<file path="src/ddh_pkg.sv">
// ----------------------------------------------------------------------------
// ddh_pkg: shared types and codes of the distance decay histogram
// operation and status codes, table sizes, controller-datapath command and status
// ----------------------------------------------------------------------------
package ddh_pkg;

  // table sizes, tied to the port widths
  localparam int MAX_REFS = 256;
  localparam int MAX_BINS = 65536;
  localparam int MAX_DIST = 1024;

  localparam logic [2:0] OP_ADD_REF  = 3'd0;
  localparam logic [2:0] OP_OUTLIER  = 3'd1;
  localparam logic [2:0] OP_CONTACT  = 3'd2;
  localparam logic [2:0] OP_PAIRS    = 3'd3;
  localparam logic [2:0] OP_READ     = 3'd4;

  localparam logic [1:0] ST_OK       = 2'd0;
  localparam logic [1:0] ST_NEGATIVE = 2'd1;
  localparam logic [1:0] ST_RANGE    = 2'd2;
  localparam logic [1:0] ST_FULL     = 2'd3;

  typedef enum logic [3:0] {
    CMD_NONE,      // idle
    CMD_CLEAR,     // clear one entry of histogram and outlier map
    CMD_LOAD,      // capture input item
    CMD_REF_RD,    // read reference tables
    CMD_OUT_RD,    // read outlier bits of both ends
    CMD_EXEC,      // decide and update (add ref, outlier, contact, read, pair walk start)
    CMD_SUM_RD,    // read distance sum for contact
    CMD_SUM_WR,    // write back saturated sum
    CMD_PR_REF,    // count pairs: read reference entry
    CMD_PR_BIN,    // count pairs: read outlier of bin b
    CMD_PR_DRD,    // count pairs: read outlier of bin b-d and pair count d
    CMD_PR_DWR     // count pairs: write pair count d
  } ddh_cmd_t;

  typedef struct packed {
    logic clear_done;
    logic need_sum;     // contact passes all checks, update sum
    logic pr_refs_done; // no more references
    logic pr_bin_skip;  // bin is outlier
    logic pr_bins_done; // reference finished
    logic pr_dist_done; // last distance of this bin
  } ddh_stat_t;

endpackage

</file>
<file path="src/ddh_controller.sv">
// ----------------------------------------------------------------------------
// ddh_controller: sequencer for the distance decay histogram
// steps the datapath through each request and the count-pairs walk
// ----------------------------------------------------------------------------
module ddh_controller (
  input  logic               clk,
  input  logic               rst,
  input  logic               in_valid,
  output logic               in_stall,
  output logic               out_valid,
  input  logic               out_stall,
  input  logic [2:0]         operation,
  output ddh_pkg::ddh_cmd_t  cmd,
  input  ddh_pkg::ddh_stat_t stat
);
  import ddh_pkg::*;

  typedef enum logic [3:0] {
    S_CLEAR, S_IDLE, S_REF, S_OUT, S_EXEC, S_SUM_RD, S_SUM_WR,
    S_PR_REF, S_PR_BIN, S_PR_CHK, S_PR_DRD, S_PR_DWR, S_DONE
  } state_t;

  state_t state;
  logic   pairs_q;
  logic   accept;

  assign in_stall = (state != S_IDLE) || (out_valid && out_stall);
  assign accept = in_valid && !in_stall;

  always_comb begin
    case (state)
      S_CLEAR:  cmd = CMD_CLEAR;
      S_IDLE:   cmd = accept ? CMD_LOAD : CMD_NONE;
      S_REF:    cmd = CMD_REF_RD;
      S_OUT:    cmd = CMD_OUT_RD;
      S_EXEC:   cmd = CMD_EXEC;
      S_SUM_RD: cmd = CMD_SUM_RD;
      S_SUM_WR: cmd = CMD_SUM_WR;
      S_PR_REF: cmd = stat.pr_refs_done ? CMD_NONE : CMD_PR_REF;
      S_PR_BIN: cmd = CMD_PR_BIN;
      S_PR_DRD: cmd = CMD_PR_DRD;
      S_PR_DWR: cmd = CMD_PR_DWR;
      default:  cmd = CMD_NONE;
    endcase
  end

  always_ff @(posedge clk) begin
    if (rst) begin
      state <= S_CLEAR;
      out_valid <= 1'b0;
      pairs_q <= 1'b0;
    end else begin
      if (out_valid && !out_stall) out_valid <= 1'b0;
      case (state)
        S_CLEAR: if (stat.clear_done) state <= S_IDLE;
        S_IDLE: if (accept) begin
          state <= S_REF;
          pairs_q <= (operation == OP_PAIRS);
        end
        S_REF: state <= S_OUT;
        S_OUT: state <= S_EXEC;
        S_EXEC: begin
          if (stat.need_sum) state <= S_SUM_RD;
          else if (pairs_q) state <= S_PR_REF;
          else state <= S_DONE;
        end
        S_SUM_RD: state <= S_SUM_WR;
        S_SUM_WR: state <= S_DONE;
        S_PR_REF: state <= stat.pr_refs_done ? S_DONE : S_PR_BIN;
        S_PR_BIN: state <= S_PR_CHK;
        S_PR_CHK: begin
          if (!stat.pr_bin_skip) state <= S_PR_DRD;
          else if (stat.pr_bins_done) state <= S_PR_REF;
          else state <= S_PR_BIN;
        end
        S_PR_DRD: state <= S_PR_DWR;
        S_PR_DWR: begin
          if (!stat.pr_dist_done) state <= S_PR_DRD;
          else if (stat.pr_bins_done) state <= S_PR_REF;
          else state <= S_PR_BIN;
        end
        S_DONE: begin
          out_valid <= 1'b1;
          state <= S_IDLE;
        end
        default: state <= S_IDLE;
      endcase
    end
  end
endmodule

</file>
<file path="config.mk">
export PLATFORM = sky130hd
export DESIGN_NAME = ddh_controller
export DESIGN_NICKNAME = d
export VERILOG_FILES = /design/src/ddh_pkg.sv /design/src/ddh_controller.sv
export SDC_FILE = /design/constraint.sdc
export NUM_CORES = 1
export LEC_CHECK = 0
export ABC_AREA = 1
export BUFFER_PORTS_ARGS = -buffer_cell sky130_fd_sc_hd__buf_2
export CORE_ASPECT_RATIO = 1.2
export CORE_MARGIN = 2
export CORE_UTILIZATION = 35
export CTS_CLUSTER_SIZE = 8
export DETAILED_ROUTE_END_ITERATION = 8
export PLACE_DENSITY = 0.56
export SLEW_MARGIN = 10
export SYNTH_ARGS = -nofsm -noshare
export SYNTH_HDL_FRONTEND = slang
export SYNTH_SLANG_ARGS = --single-unit
</file>
<file path="constraint.sdc">
create_clock -name clk -period 1.33 [get_ports clk]
set_clock_uncertainty 0.05 [all_clocks]
set_input_delay 0.1995 -clock clk [delete_from_list [all_inputs] [get_ports clk]]
set_output_delay 0.1995 -clock clk [all_outputs]
set_load 0.03 [all_outputs]
</file>
==> impl_metrics.yaml, run 1 <==
outcome:
  status: "finished with violations"
  violations: "setup timing"
logic_synthesis:
  synthXorXnorAreaFrac: 0
  synth-simple-area-share: 0.470
  syn_inst: 103
  synth_compound_area_frac: 0.118
  yosysSeqAreaShare: 0.175
  synth.largest_area_cell: "dfxtp_1"
  yosys-top-cells-count: "nand2_1, nor2_1, inv_1"
  ys.flop_type: "dfxtp_1"
  synth_top_family_by_area: "simple AND/OR/NAND/NOR gates"
  synth_mux_area_frac: 0
  netlist.area_leader.share: 0.175
  synth.most_common_cell: "nand2_1"
  ys_seq_elements: 6
  yosys_warnings: 0
  avgSynthCellArea_um2: 6.67
  synthTopCellsByArea: "dfxtp_1, ha_1, nand2_1"
  yosys.area_share.adder: 0.109
  synth_edf_count: 0
  async_flop_share: 0
  syn_area_um2: 687
  ys_types: 24
  syn_nets: 122
floorplan:
  num_rows: 17
  initial_core_util: 0.371
  die_w_um: 44.4
  io_pins: 19
  core-area_um2: 1850
  fp.dieArea_um2: 2330
  chipHeight_um: 52.5
placement:
  place_hpwl_mm: 1.39
  globalplace.congestion: 0.814
  placement.io_buffers: 18
  postPlaceCellArea_um2: 936
  post-place-cells: 152
setup_path:
  cp_slowest_cell: "dfxtp_4"
  max_stage_delay_ns: 0.36
  worstPathRequired_ns: 1.08
  critPathKind: "flop to primary output"
  worstPathCellList: "inv_4, ha_4, inv_4, nor2_4, nand2_4, o211ai_1, buf_4"
  cp_max_fo: 5
  startpoint_type: "flop"
  path_buf_inv: 3
  crit_family: "flip-flops"
  crit_path_end_kind: "primary output"
  critPathArrivalTime_ns: 1.49
  crit_path_frequent_cell: "inv_4"
drt:
  totalWireLength_mm: 1.89
  vias_per_cell: 4.99
  ant_nets: 0
  dr.pass1.iters: 4
  post_drt_wl_per_cell_um: 11.9
  num_vias: 794
  drtIter0Drc: 13
  post-route-drc-count: 0
global_route:
  track_usage: 0.176
  grt_first_pass_wirelength_mm: 2.97
  antenna_found_initial: 0
  grt_pass1_vias: 733
  grt_overflow: 0
  grt_start_max_net_pins: 10
power_and_ir_drop:
  p_leak_nw: 0.541
  clkPwrFrac: 0.287
  p_int_w: 0.000407
  ir_drop_v: 0.000577
  power_density_nw_per_um2: 575
  power_frac_comb: 0.412
  power.total_w: 0.000627
  p_switching_w: 0.000220
  switching_share: 0.351
  power_frac_seq: 0.301
clock_network:
  cts_tree: "built"
  cts.sinks: 6
  hold_buffers: 0
  clk_latency_ns: 0.25
  cts.clk_slew.worst_paths_ns: 0.06
  h-tree-depth: 1
  clockBufferDepth: 2
  cts_inserted_buffers: 3
  cts.root.buffer_cell: "clkbuf_4"
sta:
  clock.fmax_ghz: 0.575
  maxSlewViolCount: 0
  setup_tns_ns: -2.26
  hold_violations: 0
  slew_headroom: 0.870
  period_share: 1.31
  rsz0062_at_grt: "true"
  setup_violations: 10
  period_needed_ns: 1.74
  worst_slack_ns: -0.409
  tightest_slew_ns: 0.195
finish:
  seq_area_um2: 128
  num_antenna_cells: 0
  drive_gt1_frac: 0.536
  fin_nets: 161
  fin_cells: 159
  final_design_area_no_fill_um2: 1090
  fillers: 189
  multi_input_area_um2: 566
  area.growth.synth_to_final_pct: 58.7
worst_hold_path:
  hp-class: "input port to flop"
job:
  maxCapViolations: 0
[timing repair]
item,in CTS,in global routing
resized for setup,18,15
pin swaps,8,12
cloned,0,0
endpoints found under the setup margin,10,10
setup buffers,3,3
[path summary, 6_finish.rpt]
check	slack (ns)	depth (start not counted)	to	start
setup / recovery	-0.41	7	cmd[1]	state[3]
hold / removal	0.12	2	state[3]	rst
setup reg to reg	-0.15	10	state[0]	state[3]
hold reg to reg	0.50	2	pairs_q	pairs_q
[per-layer routing]
layer / up-vias / global-route usage / part of all wire
li1: 410 / - / -
met1: 362 / 0.185 / 0.42
met2: 18 / 0.338 / 0.53
met3: 4 / 0.0103 / 0.033
met4: 0 / 0.0909 / 0.012
met5: - / 0 / 0
[power groups by stage]
stage	Clock (W)	Sequential [W]	Combinational, W
finish	0.000180	0.000189	0.000259
global route	0.000202	0.000189	0.000276
detailed placement	0	0.000196	0.000211
CTS	0.000186	0.000193	0.000242
global placement	0	0.000196	0.000210
floorplan	0	0.000194	0.000141
[metrics by stage]
| stage | hold WS (ns) | utilization | setup slack [ns] |
|---|---|---|---|
| finish | 0.119 | 0.589 | -0.409 |
| global route | 0.114 | 0.589 | -0.496 |
| CTS | 0.112 | 0.563 | -0.379 |
| detailed placement | 0.394 | 0.506 | -0.139 |
| global placement | 0.386 | 0.506 | -0.143 |
| floorplan | 0.211 | - | -0.323 |
[logic make-up (layout without fill, tap and decap cells)]
family / count (synthesis) / after routing
compound gates: 13 / 13
fa+ha+maj: 6 / 6
buf+inv: 18 / 55
flops: 6 / 6
simple gates: 60 / 60
[registers in the layout, indices dropped and copies added, names as in the netlist]
signal and flops:
pairs_q 1, state 4, out_valid 1
[final cells by class]
type / instances / share of cell area
sequential: 6 / 0.117
clock buffer: 3 / 0.0207
multi-input combinational: 79 / 0.519
tap: 19 / 0.0218
inverter: 16 / 0.0666
timing repair buffer: 36 / 0.255
[cell usage in the layout (no fill, tap or decap), drive strengths merged]
| cell type | Yosys | layout |
|---|---|---|
| buf | 2 | 36 |
| clkbuf | 0 | 3 |
| inv | 15 | 15 |
| nand4 | 3 | 3 |
| nand3b | 3 | 3 |
| nand2 | 22 | 22 |
| o21ai | 5 | 5 |
| ha | 6 | 6 |
| nor2 | 21 | 21 |
| clkinv | 1 | 1 |
| dfxtp | 6 | 6 |
| nand3 | 11 | 11 |
| o211ai | 2 | 2 |
| a21oi | 6 | 6 |
[worst reg2reg max path, delay by kind of cell (launching register included)]
kind,cells,cell delay [ns]
buf+inv,4,0.36
fa+ha+maj,1,0.17
simple gates,5,0.41
flops,1,0.37
Note: power is estimated with default switching activity, not from simulation.
==> run 2, diff against run 1 <==
--- a/config.mk
+++ b/config.mk
@@ -12,7 +12,9 @@
 export CORE_UTILIZATION = 35
 export CTS_CLUSTER_SIZE = 8
 export DETAILED_ROUTE_END_ITERATION = 8
+export GPL_TIMING_DRIVEN = 0
 export PLACE_DENSITY = 0.56
+export REMOVE_ABC_BUFFERS = 1
 export SLEW_MARGIN = 10
 export SYNTH_ARGS = -nofsm -noshare
 export SYNTH_HDL_FRONTEND = slang
==> impl_metrics.yaml, run 2 (synthesized netlist as in run 1, its figures left out) <==
worst_hold_path:
  hp-class: "input port to flop"
  hold_depth: 2
floorplan:
  core-area_um2: 1850
  die_w_um: 44.4
  chipHeight_um: 52.5
  initial_core_util: 0.371
  fp.dieArea_um2: 2330
  io_pins: 19
  num_rows: 17
clock_network:
  cts.root.buffer_cell: "clkbuf_4"
  h-tree-depth: 1
  hold_buffers: 0
  cts_tree: "built"
  clockBufferDepth: 2
  cts.clk_slew.worst_paths_ns: 0.04
  cts_inserted_buffers: 3
  clk_latency_ns: 0.24
  cts.sinks: 6
finish:
  num_antenna_cells: 0
  drive_gt1_frac: 0.529
  layout_commonest_cell: "buf_4"
  reg_top3: "state x4, out_valid x1, pairs_q x1"
  largest_register_ffs: 4
  final_cell_mix: "buf_4, nand2_1, nor2_1"
  fillers: 159
  area.growth.synth_to_final_pct: 58.8
  regMostFlops: "state"
  fin_nets: 159
sta:
  tightest_slew_ns: 0.215
  worst_slack_ns: -0.346
  period_needed_ns: 1.68
  maxSlewViolCount: 0
  rsz0062_at_grt: "true"
  setup_violations: 9
  period_share: 1.26
  slew_headroom: 0.857
  clock.fmax_ghz: 0.597
  hold_violations: 0
  setup_tns_ns: -2.47
drt:
  drtIter0Drc: 14
  post-route-drc-count: 0
  ant_nets: 0
  num_vias: 763
  post_drt_wl_per_cell_um: 11.3
  totalWireLength_mm: 1.77
  vias_per_cell: 4.86
  dr.pass1.iters: 3
setup_path:
  startpoint_type: "flop"
  critPathArrivalTime_ns: 1.43
  crit_path_end_kind: "primary output"
  critPathKind: "flop to primary output"
  cp_max_fo: 4
  worstPathRequired_ns: 1.08
  ff2ff_path_depth: 13
power_and_ir_drop:
  p_int_w: 0.000384
  power_frac_seq: 0.359
  p_switching_w: 0.000192
  p_leak_nw: 0.527
  clkPwrFrac: 0.285
  power_density_nw_per_um2: 528
  power_frac_comb: 0.356
  ir_drop_v: 0.000673
  switching_share: 0.333
global_route:
  antenna_found_initial: 0
  track_usage: 0.164
  grt_overflow: 0
  grt_start_max_net_pins: 10
  grt_first_pass_wirelength_mm: 2.86
  grt_pass1_vias: 713
outcome:
  status: "finished with violations"
  violations: "setup timing"
job:
  maxCapViolations: 0
placement:
  place_hpwl_mm: 1.29
  placement.io_buffers: 18
  globalplace.congestion: 0.785
  post-place-ws_ns: -0.381
run 2: cell count changes in the layout (fill, tap and decap cells not counted), sizes merged:
cell,change
buf,-2
run 2: repair_timing:
item,in CTS,in global routing
endpoints found under the hold margin,0,0
setup buffers,12,4
resized for setup,40,7
setup endpoints to repair,10,10
pin swaps,15,8
cloned,0,0
run 2: final cells by class:
type | count | area (µm²) | area share
Tap cell | 19 | 23.8 | 0.0218
Clock buffer | 3 | 22.5 | 0.0206
Inverter | 16 | 75.1 | 0.0688
Sequential cell | 6 | 135 | 0.124
Multi-Input combinational cell | 79 | 593 | 0.544
Timing Repair Buffer | 34 | 241 | 0.221
run 2: path summary, 6_finish.rpt:
| check | startpoint | slack (ns) | end |
|---|---|---|---|
| worst max-delay path | state[2] | -0.35 | cmd[1] |
| worst min-delay path | rst | 0.13 | state[3] |
| worst min register to register | out_valid | 0.48 | out_valid |
| worst max register to register | state[2] | -0.29 | state[0] |
run 2: power groups by stage:
stage          clock, W  combinational (W)  sequential [W]
2_1_floorplan         0           0.000113        0.000208
3_3_place_gp          0           0.000154        0.000211
3_5_place_dp          0           0.000155        0.000211
5_1_grt        0.000178           0.000221        0.000207
4_1_cts        0.000168           0.000194        0.000207
6_report       0.000164           0.000205        0.000207
run 2: critical path, cell delays in order (launching register included):
cell and delay (ns):
dfxtp_4 0.37, buf_4 0.15, ha_4 0.17, nand3_4 0.08, nand2_4 0.06, nor2_2 0.08, o211ai_1 0.09, buf_4 0.18
run 2: metal layers:
metal,routed length [µm],vias up,global-route usage
met4,0,0,0.0152
met2,1050,11,0.336
met3,65,0,0.0414
met1,656,349,0.165
met5,0,-,0
li1,-,403,-
run 2: stage by stage:
step                power, W  hold WS (ns)  instance area, µm²  utilization  std cells
floorplan           0.000321         0.219                 664            -        101
global placement    0.000365         0.380                 778        0.421        138
detailed placement  0.000366         0.379                 778        0.421        138
CTS                 0.000568         0.118                1030        0.554        153
global route        0.000606         0.128                1090        0.590        157
finish              0.000576         0.126                1090        0.590        157
